## config.mk

```make
export PLATFORM = sky130hd
export DESIGN_NAME = ram_io_interval_timer
export DESIGN_NICKNAME = d
export VERILOG_FILES = /design/src/hdl/rio_pkg.sv /design/src/hdl/ram_io_interval_timer.sv /design/src/hdl/rio_ram.sv /design/src/hdl/rio_ctrl.sv /design/src/hdl/rio_dp.sv
export VERILOG_INCLUDE_DIRS = /design/src /design/src/hdl
export SDC_FILE = /design/constraint.sdc
export NUM_CORES = 2
export LEC_CHECK = 0
export BUFFER_PORTS_ARGS = -buffer_cell sky130_fd_sc_hd__clkbuf_2
export CORE_AREA = 2 2 379 381
export CTS_BUF_LIST = sky130_fd_sc_hd__clkbuf_4 sky130_fd_sc_hd__clkbuf_8
export CTS_CLUSTER_DIAMETER = 40
export DETAILED_ROUTE_END_ITERATION = 7
export DIE_AREA = 0 0 381 383
export HOLD_SLACK_MARGIN = 0.06
export SYNTH_ARGS = -nofsm -noshare
export SYNTH_HDL_FRONTEND = slang
export SYNTH_SLANG_ARGS = --single-unit
```

## constraint.sdc

```tcl
create_clock -name aclk -period 5.76 [get_ports aclk]
set_input_delay 0 -clock aclk [delete_from_list [all_inputs] [get_ports aclk]]
set_output_delay 0 -clock aclk [all_outputs]
set_load 0.02 [all_outputs]
```

## src/hdl/assert_macros.svh

```systemverilog
// ----------------------------------------------------------------------------
// Assertion macros shared by the RTL that checks itself.
// ----------------------------------------------------------------------------
`ifndef ASSERT_MACROS_SVH
`define ASSERT_MACROS_SVH

// Same-cycle implication, checked on every clock edge out of reset.
`define ASSERT_SAME(lbl, ante, cons, msg) \
    lbl: assert property (@(posedge aclk) disable iff (!aresetn) (ante) |-> (cons)) \
        else $error(msg);

// Next-cycle implication, checked on every clock edge out of reset.
`define ASSERT_NEXT(lbl, ante, cons, msg) \
    lbl: assert property (@(posedge aclk) disable iff (!aresetn) (ante) |=> (cons)) \
        else $error(msg);

`endif

```

## src/hdl/rio_pkg.sv

```systemverilog
`timescale 1ns / 1ps
`default_nettype none
// ----------------------------------------------------------------------------
// rio_pkg
// Types, address map and helpers of the RAM, I/O and interval timer block.
// ----------------------------------------------------------------------------
package rio_pkg;

    localparam int RAM_BYTES = 128;
    localparam int RAM_AW    = $clog2(RAM_BYTES);
    localparam int COUNT_W   = 19;

    typedef enum logic [2:0] {
        REQ_READ  = 3'd0,
        REQ_WRITE = 3'd1,
        REQ_TICK  = 3'd2,
        REQ_SET_A = 3'd3,
        REQ_SET_B = 3'd4
    } req_t;

    // Prescaler select, coded as the low two bits of the load address
    typedef enum logic [1:0] {
        SCALE_1    = 2'd0,
        SCALE_8    = 2'd1,
        SCALE_64   = 2'd2,
        SCALE_1024 = 2'd3
    } scale_t;

    localparam logic [15:0] ADDR_PORT_A  = 16'h0080;
    localparam logic [15:0] ADDR_DIR_A   = 16'h0081;
    localparam logic [15:0] ADDR_PORT_B  = 16'h0082;
    localparam logic [15:0] ADDR_DIR_B   = 16'h0083;
    localparam logic [15:0] ADDR_TIMER   = 16'h0084;
    localparam logic [15:0] ADDR_STATUS  = 16'h0085;
    localparam logic [15:0] ADDR_LOAD_1  = 16'h0094;
    localparam logic [15:0] ADDR_LOAD_8  = 16'h0095;
    localparam logic [15:0] ADDR_LOAD_64 = 16'h0096;
    localparam logic [15:0] ADDR_LOAD_1K = 16'h0097;

    localparam logic [7:0] STATUS_EXPIRED = 8'h80;
    localparam logic [7:0] TIMER_IDLE_VAL = 8'hFF;
    localparam logic [7:0] PORT_RESET_VAL = 8'hFF;

    typedef struct packed {
        logic accept;    // input transfer this cycle
        logic ram_done;  // registered RAM data is ready for the output
    } ctrl_cmd_t;

    typedef struct packed {
        logic ram_read;       // offered item is a RAM read
        logic out_blocked;    // output register full and not drained
        logic timer_running;  // count is nonzero
        logic expired;        // expired flag
    } dp_status_t;

    function automatic logic [3:0] scale_shift(input scale_t s);
        logic [3:0] sh;
        case (s)
            SCALE_1:    sh = 4'd0;
            SCALE_8:    sh = 4'd3;
            SCALE_64:   sh = 4'd6;
            SCALE_1024: sh = 4'd10;
            default:    sh = 4'd0;
        endcase
        return sh;
    endfunction

    // Mirror the 128-byte window onto the RAM; at most eight subtract steps
    function automatic logic [RAM_AW-1:0] ram_index(input logic [6:0] a);
        logic [7:0] r;
        r = {1'b0, a};
        for (int i = 0; i < 8; i++) begin
            if (r >= 8'(RAM_BYTES)) begin
                r = r - 8'(RAM_BYTES);
            end
        end
        return r[RAM_AW-1:0];
    endfunction

endpackage
`default_nettype wire

```

## src/hdl/ram_io_interval_timer.sv

```systemverilog
`timescale 1ns / 1ps
`default_nettype none
// ----------------------------------------------------------------------------
// ram_io_interval_timer
// Scratch RAM, two I/O ports with direction registers and an interval timer,
// driven by a stream of bus reads, writes, ticks and pin updates.
// ----------------------------------------------------------------------------
//  Channel | Dir | Payload
//  --------+-----+-------------------------------------------------------------
//  s_      | in  | tuser: req_type; tdata: bus_address, write_data, elapsed_cycles
//  m_      | out | tdata: read_data, expired_flag
//
//  One result per transfer. RAM reads pass the registered RAM read port, then the
//  output register; the next item enters once the previous one is done.
//  A held result does not block the input while m_tready drains it that cycle.
//  Synchronous active-low reset; RAM entries read as zero until written
//  (per-entry valid flops), so no clearing pass is needed.
// ----------------------------------------------------------------------------
`include "assert_macros.svh"

module ram_io_interval_timer (
    input  wire logic        aclk,
    input  wire logic        aresetn,
    input  wire logic        s_tvalid,
    output logic             s_tready,
    input  wire logic [2:0]  s_tuser,   // [2:0] req_type
    input  wire logic [39:0] s_tdata,   // [15:0] bus_address, [23:16] write_data,
                                        // [39:24] elapsed_cycles
    output logic             m_tvalid,
    input  wire logic        m_tready,
    output logic      [15:0] m_tdata    // [7:0] read_data, [8] expired_flag, [15:9] zero
);

    rio_pkg::ctrl_cmd_t  cmd;
    rio_pkg::dp_status_t status;

    rio_ctrl u_ctrl (
        .aclk     (aclk),
        .aresetn  (aresetn),
        .s_tvalid (s_tvalid),
        .s_tready (s_tready),
        .status   (status),
        .cmd      (cmd)
    );

    rio_dp u_dp (
        .aclk     (aclk),
        .aresetn  (aresetn),
        .s_tuser  (s_tuser),
        .s_tdata  (s_tdata),
        .m_tvalid (m_tvalid),
        .m_tready (m_tready),
        .m_tdata  (m_tdata),
        .cmd      (cmd),
        .status   (status)
    );

    `ASSERT_SAME(a_no_accept_when_blocked, m_tvalid && !m_tready, !s_tready,
                 "input taken while output blocked")
    `ASSERT_NEXT(a_plain_item_result, cmd.accept && !status.ram_read, m_tvalid,
                 "no result after item")
    `ASSERT_NEXT(a_ram_read_result, cmd.accept && status.ram_read,
                 !s_tready ##1 m_tvalid, "RAM read result missing")
    `ASSERT_SAME(a_running_not_expired, status.timer_running, !status.expired,
                 "expired with count left")

endmodule
`default_nettype wire

```

## src/hdl/rio_ram.sv

```systemverilog
`timescale 1ns / 1ps
`default_nettype none
// ----------------------------------------------------------------------------
// rio_ram
// Generic single-port RAM with registered read.
// ----------------------------------------------------------------------------
module rio_ram #(
    parameter int WIDTH = 8,
    parameter int DEPTH = 128
) (
    input  wire logic                     aclk,
    input  wire logic                     we,
    input  wire logic [$clog2(DEPTH)-1:0] addr,
    input  wire logic [WIDTH-1:0]         wdata,
    output logic      [WIDTH-1:0]         rdata
);

    logic [WIDTH-1:0] mem [DEPTH];

    always_ff @(posedge aclk) begin
        if (we) begin
            mem[addr] <= wdata;
        end
        rdata <= mem[addr];
    end

endmodule
`default_nettype wire

```

## src/hdl/rio_ctrl.sv

```systemverilog
`timescale 1ns / 1ps
`default_nettype none
// ----------------------------------------------------------------------------
// rio_ctrl
// Sequencer: takes one item at a time, holds the input in ST_RAM_WAIT for RAM reads.
// ----------------------------------------------------------------------------
module rio_ctrl (
    input  wire logic                aclk,
    input  wire logic                aresetn,
    input  wire logic                s_tvalid,
    output logic                     s_tready,
    input  wire rio_pkg::dp_status_t status,
    output rio_pkg::ctrl_cmd_t       cmd
);

    typedef enum logic {
        ST_IDLE,
        ST_RAM_WAIT
    } state_t;

    state_t state_reg;
    state_t state_next;

    always_comb begin
        s_tready     = (state_reg == ST_IDLE) && !status.out_blocked;
        cmd.accept   = s_tvalid && s_tready;
        cmd.ram_done = (state_reg == ST_RAM_WAIT);
        case (state_reg)
            ST_IDLE:     state_next = (cmd.accept && status.ram_read) ? ST_RAM_WAIT : ST_IDLE;
            ST_RAM_WAIT: state_next = ST_IDLE;
            default:     state_next = ST_IDLE;
        endcase
    end

    always_ff @(posedge aclk) begin
        if (!aresetn) begin
            state_reg <= ST_IDLE;
        end else begin
            state_reg <= state_next;
        end
    end

endmodule
`default_nettype wire

```

## src/hdl/rio_dp.sv

```systemverilog
`timescale 1ns / 1ps
`default_nettype none
// ----------------------------------------------------------------------------
// rio_dp
// Datapath: scratch RAM, port and direction registers, interval timer and
// the output register.
// ----------------------------------------------------------------------------
module rio_dp (
    input  wire logic               aclk,
    input  wire logic               aresetn,
    input  wire logic [2:0]         s_tuser,
    input  wire logic [39:0]        s_tdata,
    output logic                    m_tvalid,
    input  wire logic               m_tready,
    output logic      [15:0]        m_tdata,
    input  wire rio_pkg::ctrl_cmd_t cmd,
    output rio_pkg::dp_status_t     status
);

    rio_pkg::req_t            req;
    logic [15:0]              addr;
    logic [7:0]               wdata;
    logic [15:0]              cycles;
    logic                     addr_is_ram;
    logic [rio_pkg::RAM_AW-1:0] ram_addr;
    logic                     ram_we;
    logic [7:0]               ram_rdata;

    logic [7:0]                    port_a_reg, port_a_next;
    logic [7:0]                    port_b_reg, port_b_next;
    logic [7:0]                    dir_a_reg, dir_a_next;
    logic [7:0]                    dir_b_reg, dir_b_next;
    logic [rio_pkg::COUNT_W-1:0]   count_reg, count_next;
    rio_pkg::scale_t               scale_reg, scale_next;
    logic                          expired_reg, expired_next;
    logic [rio_pkg::RAM_BYTES-1:0] ram_valid_reg;
    logic                          hit_valid_reg;
    logic [7:0]                    out_data_reg, out_data_next;
    logic                          out_flag_reg, out_flag_next;
    logic                          out_valid_reg, out_valid_next;

    logic [7:0]                    rd;
    logic [rio_pkg::COUNT_W-1:0]   count_m1;
    logic [rio_pkg::COUNT_W-1:0]   count_shifted;
    logic [rio_pkg::COUNT_W-1:0]   cycles_ext;
    logic [8:0]                    load_base;

    assign req         = rio_pkg::req_t'(s_tuser);
    assign addr        = s_tdata[15:0];
    assign wdata       = s_tdata[23:16];
    assign cycles      = s_tdata[39:24];
    assign addr_is_ram = (addr[15:7] == 9'd0);
    assign ram_addr    = rio_pkg::ram_index(addr[6:0]);
    assign ram_we      = cmd.accept && (req == rio_pkg::REQ_WRITE) && addr_is_ram;

    assign count_m1      = count_reg - rio_pkg::COUNT_W'(1);
    assign count_shifted = count_m1 >> rio_pkg::scale_shift(scale_reg);
    assign cycles_ext    = rio_pkg::COUNT_W'(cycles);
    assign load_base     = {1'b0, wdata} + 9'd1;

    rio_ram #(
        .WIDTH (8),
        .DEPTH (rio_pkg::RAM_BYTES)
    ) u_ram (
        .aclk  (aclk),
        .we    (ram_we),
        .addr  (ram_addr),
        .wdata (wdata),
        .rdata (ram_rdata)
    );

    always_comb begin
        port_a_next    = port_a_reg;
        port_b_next    = port_b_reg;
        dir_a_next     = dir_a_reg;
        dir_b_next     = dir_b_reg;
        count_next     = count_reg;
        scale_next     = scale_reg;
        expired_next   = expired_reg;
        rd             = 8'd0;
        out_data_next  = out_data_reg;
        out_flag_next  = out_flag_reg;
        out_valid_next = out_valid_reg && !m_tready;

        if (cmd.accept) begin
            case (req)
                rio_pkg::REQ_READ: begin
                    if (!addr_is_ram) begin
                        case (addr)
                            rio_pkg::ADDR_PORT_A: rd = port_a_reg;
                            rio_pkg::ADDR_PORT_B: rd = port_b_reg;
                            rio_pkg::ADDR_DIR_B:  rd = dir_b_reg;
                            rio_pkg::ADDR_TIMER: begin
                                rd = (count_reg != '0) ? count_shifted[7:0]
                                                       : rio_pkg::TIMER_IDLE_VAL;
                            end
                            rio_pkg::ADDR_STATUS: begin
                                rd           = expired_reg ? rio_pkg::STATUS_EXPIRED : 8'd0;
                                expired_next = 1'b0;
                            end
                            default: rd = 8'd0;
                        endcase
                    end
                end
                rio_pkg::REQ_WRITE: begin
                    case (addr)
                        rio_pkg::ADDR_PORT_A: begin
                            port_a_next = (wdata & dir_a_reg) | (port_a_reg & ~dir_a_reg);
                        end
                        rio_pkg::ADDR_DIR_A: dir_a_next = wdata;
                        rio_pkg::ADDR_DIR_B: dir_b_next = wdata;
                        rio_pkg::ADDR_LOAD_1, rio_pkg::ADDR_LOAD_8,
                        rio_pkg::ADDR_LOAD_64, rio_pkg::ADDR_LOAD_1K: begin
                            scale_next   = rio_pkg::scale_t'(addr[1:0]);
                            count_next   = rio_pkg::COUNT_W'(load_base)
                                           << rio_pkg::scale_shift(rio_pkg::scale_t'(addr[1:0]));
                            expired_next = 1'b0;
                        end
                        default: ;
                    endcase
                end
                rio_pkg::REQ_TICK: begin
                    if (count_reg != '0) begin
                        if (cycles_ext >= count_reg) begin
                            expired_next = 1'b1;
                            scale_next   = rio_pkg::SCALE_1;
                            count_next   = '0;
                        end else begin
                            count_next = count_reg - cycles_ext;
                        end
                    end
                end
                rio_pkg::REQ_SET_A: port_a_next = wdata;
                rio_pkg::REQ_SET_B: port_b_next = wdata;
                default: ;
            endcase

            // RAM reads finish in ST_RAM_WAIT from the registered RAM data
            if (!((req == rio_pkg::REQ_READ) && addr_is_ram)) begin
                out_data_next  = rd;
                out_flag_next  = expired_next;
                out_valid_next = 1'b1;
            end
        end

        if (cmd.ram_done) begin
            out_data_next  = hit_valid_reg ? ram_rdata : 8'd0;
            out_flag_next  = expired_reg;
            out_valid_next = 1'b1;
        end
    end

    always_ff @(posedge aclk) begin
        if (!aresetn) begin
            port_a_reg    <= rio_pkg::PORT_RESET_VAL;
            port_b_reg    <= rio_pkg::PORT_RESET_VAL;
            dir_a_reg     <= 8'd0;
            dir_b_reg     <= 8'd0;
            count_reg     <= '0;
            scale_reg     <= rio_pkg::SCALE_1;
            expired_reg   <= 1'b0;
            ram_valid_reg <= '0;
            out_valid_reg <= 1'b0;
        end else begin
            port_a_reg    <= port_a_next;
            port_b_reg    <= port_b_next;
            dir_a_reg     <= dir_a_next;
            dir_b_reg     <= dir_b_next;
            count_reg     <= count_next;
            scale_reg     <= scale_next;
            expired_reg   <= expired_next;
            out_valid_reg <= out_valid_next;
            if (ram_we) begin
                ram_valid_reg[ram_addr] <= 1'b1;
            end
        end
    end

    // Entries never written read as zero
    always_ff @(posedge aclk) begin
        hit_valid_reg <= ram_valid_reg[ram_addr];
        out_data_reg  <= out_data_next;
        out_flag_reg  <= out_flag_next;
    end

    assign m_tvalid = out_valid_reg;
    assign m_tdata  = {7'd0, out_flag_reg, out_data_reg};

    assign status.ram_read      = (req == rio_pkg::REQ_READ) && addr_is_ram;
    assign status.out_blocked   = out_valid_reg && !m_tready;
    assign status.timer_running = (count_reg != '0);
    assign status.expired       = expired_reg;

endmodule
`default_nettype wire

```

==> flow_summary_export.csv <==
group,metric,value,unit
sta,max_freq,231,MHz
synthesis,yosys-top-cells-area,"edfxtp_1, mux4_2, dfxtp_1",
sta,hold_viol_final,0,
detailed_routing,antenna_left,0,
die,die_h,383,um
global_routing,grt_usage,0.170,
flow_run,drv_cap,0,
detailed_routing,drtIter0Drc,2685,
pwr,leakagePower,18.4,nW
cells_and_area,multiInputGateArea,13600,sq um
sta,final_max_slew_viol_count,0,
synthesis,synth.avg_cell_area,19.1,sq um
detailed_routing,vias,25800,
clocking,cts-resized-gates,0,
detailed_routing,drt_wl_total,125000,um
setup_path,critPathLaunchType,"flop",
global_routing,grt-ovfl-total,0,
clocking,insertion_delay,0.93,ns
synthesis,synth_ff_type,"edfxtp_1",
detailed_routing,drt_first_pass_iters,5,
setup_path,crit_arrival,5.16,ns
synthesis,syn_inst,2583,
detailed_routing,wl_per_cell,25.5,um
sta,min_period,4.32,ns
synthesis,yosys.area.top_type,"edfxtp_1",
sta,timing.hold.ws,0.156,ns
die,start_util,0.346,
clocking,clock-sinks,1226,
sta,slew_headroom,0.201,
clocking,cts_tree,"built",
pwr,p_total,18.7,mW
place,portBuffers,57,
global_routing,grt_max_degree,137,
hold_path,hold_start,"s_tdata[19]",
synthesis,ys_ff_latch,1226,
cells_and_area,fillCellCount,12700,
cells_and_area,layout-drive-gt1-share,0.282,
die,die_w,381,um
detailed_routing,drc,0,
setup_path,r2r_start,"u_dp.count_reg[0]",
global_routing,grt_pass1_wl,182000,um
synthesis,syn_area,49200,sq um
synthesis,synth-edff-count,1033,
die,coreArea,142000,sq um
cells_and_area,syn2layout_area_growth,15.2,%
clocking,cts_made_buffers,197,
setup_path,path_buf_inv,4,
place,routabilityCongestion,0.818,
sta,finalSetupTns,0,ns
pwr,cellPowerDensity,330,nW/um^2
sta,setup_viol,0,
pwr,peakVddDrop,0.251,mV
setup_path,cp-startpoint,"u_dp.count_reg[0]",
synthesis,synth_top_area_frac,0.630,
sta,tightest_slew,1.19,ns
place,dp_hpwl,74600,um
sta,rsz0062_at_grt,"false",
setup_path,cp_data_required_time,6.60,ns
synthesis,ys_warn_count,0,
global_routing,grt_pass1_vias,26000,
setup_path,endpoint_kind,"flop",
run_status,status,"complete, no violations",
clocking,clockBufferDepth,3,
clocking,cts_root_buf,"clkbuf_8",
clocking,clk_pin_slew,0.06,ns
setup_path,crit_type,"reg -> reg",
setup_path,crit_path_max_incr_delay,0.67,ns
global_routing,antenna_found_initial,10,
cells_and_area,fin_nets,2877,
setup_path,critPathMaxFanout,4,
setup_path,path_cells,"inv_1 > ha_1 > inv_1 > fa_1 > a21o_1 > a2111oi_0 > o21ai_0 > a211o_1 > xor2_1 > dlygate4sd3_1 > nand2_1 > a31oi_1 > dlygate4sd3_1",
synthesis,synthArstFlopShare,0,
clocking,htree_num_levels,4,
cells_and_area,largest_register_ffs,1024,
die,dieArea,146000,sq um
sta,finalCritPeriodShare,0.751,
detailed_routing,routed_via_density,5.28,
synthesis,ys_seq_area_frac,0.709,
hold_path,min-delay-path-class,"in -> reg",
cells_and_area,final-seq-area,34900,sq um
setup_path,cp_top_family,"compound AO/OA/AOI/OAI gates",
die,pin_count,65,
synthesis,synth_cell_types,80,
setup_path,crit_slowest_cell,"a2111oi_0",
die,rows,139,
sta,skew,0.0517,ns
cells in the mapped netlist, types with 10 or more instances:
master and number:
nand3_1 18, o21ai_0 37, buf_2 48, nor2b_1 27
nand2b_1 11, ha_1 19, clkbuf_1 73, o21a_1 133
mux2i_1 70, nand2_1 70, edfxtp_1 1033, a21oi_1 30
a31oi_1 10, dfxtp_1 193, nor3_1 17, nor2_1 172
inv_1 28, a22o_1 10, a221oi_1 11, xnor2_1 26
buf_4 11, buf_1 16, mux4_2 367
logic make-up (layout without fill, tap and decap cells):
kind of cell | after synthesis | count (layout) | synth area share
compound gates | 303 | 303 | 0.0442
xor+xnor | 32 | 32 | 0.00569
fa+ha+maj | 20 | 20 | 0.00524
buf+inv | 184 | 580 | 0.0170
flops | 1226 | 1226 | 0.709
mux | 444 | 444 | 0.184
other cells | 1 | 9 | 0.0000762
simple gates | 373 | 373 | 0.0356
per-stage QoR:
step           cells  setup slack (ns)  area (sq um)  utilization
2_1_floorplan   2589              3.02         49300            -
3_3_place_gp    4432              1.69         51600        0.363
3_5_place_dp    4432              1.61         51600        0.363
4_1_cts         4888              1.50         56700        0.399
5_1_grt         4890              1.29         56700        0.399
6_report        4890              1.44         56700        0.399
placed cells by master (no fill, tap or decap), types with 7 or more instances in the layout:
cell and instances:
bufinv_16 7, mux2_2 7, inv_1 27, clkinv_2 44, a32oi_1 7, clkbuf_2 44
xnor2_1 26, a22oi_1 7, a22o_1 10, o21a_1 133, conb_1 7, nor3_1 17
clkbuf_4 58, a21o_1 7, nor2_1 172, a31oi_1 10, a221oi_1 11, a211o_1 7
nand2_1 70, buf_4 41, nand3_1 18, nor2b_1 27, nand2b_1 10, mux4_2 367
clkbuf_8 217, clkinv_1 25, edfxtp_1 1033, dfxtp_1 193, a21oi_1 30, dlygate4sd3_1 82
nand4_1 7, mux2i_1 70, ha_1 19, o21ai_0 37
metal layers:
| layer | track usage | part of all wire |
|---|---|---|
| met4 | 0.0593 | 0.028 |
| met1 | 0.235 | 0.43 |
| met5 | 0 | 0.00026 |
| met2 | 0.260 | 0.46 |
| met3 | 0.0458 | 0.079 |
final timing paths:
kind                             to  slack (ns)  depth (start not counted)
max              u_dp.count_reg[12]        1.44                         13
min           u_dp.u_ram.mem[34][3]        0.16                          2
max reg2reg      u_dp.count_reg[12]        1.44                         13
min reg2reg  u_dp.ram_valid_reg[26]        0.46                          1
worst register-to-register path, cell delays in order (launching register included):
cell and delay (ns):
dfxtp_1 0.33, inv_1 0.15, ha_1 0.22, inv_1 0.06, fa_1 0.40, a21o_1 0.23, a2111oi_0 0.67, o21ai_0 0.34
a211o_1 0.38, xor2_1 0.14, dlygate4sd3_1 0.56, nand2_1 0.05, a31oi_1 0.17, dlygate4sd3_1 0.56
final cells by class:
class                           count  share of cell area
Multi-Input combinational cell   1179               0.239
Clock inverter                     99              0.0146
Timing Repair Buffer              177              0.0267
Clock buffer                      275              0.0604
Tap cell                         1903              0.0420
Sequential cell                  1226               0.615
Inverter                           29             0.00201
Antenna cell                        2           0.0000883
power breakdown:
| group | total, mW | internal, mW | leakage [nW] | switching (mW) |
|---|---|---|---|---|
| logic | 1.19 | 0.464 | 5.27 | 0.722 |
| clock network | 7.89 | 4.25 | 2.27 | 3.63 |
| registers | 9.65 | 9.63 | 10.9 | 0.0223 |
what timing repair did:
item | 4_1_cts | 5_1_grt
setup endpoints to repair | 0 | 0
endpoints found under the hold margin | 1090 | 0
hold buffers | 82 | 0
setup buffers | 0 | 0
(Power assumes the default switching activity.)
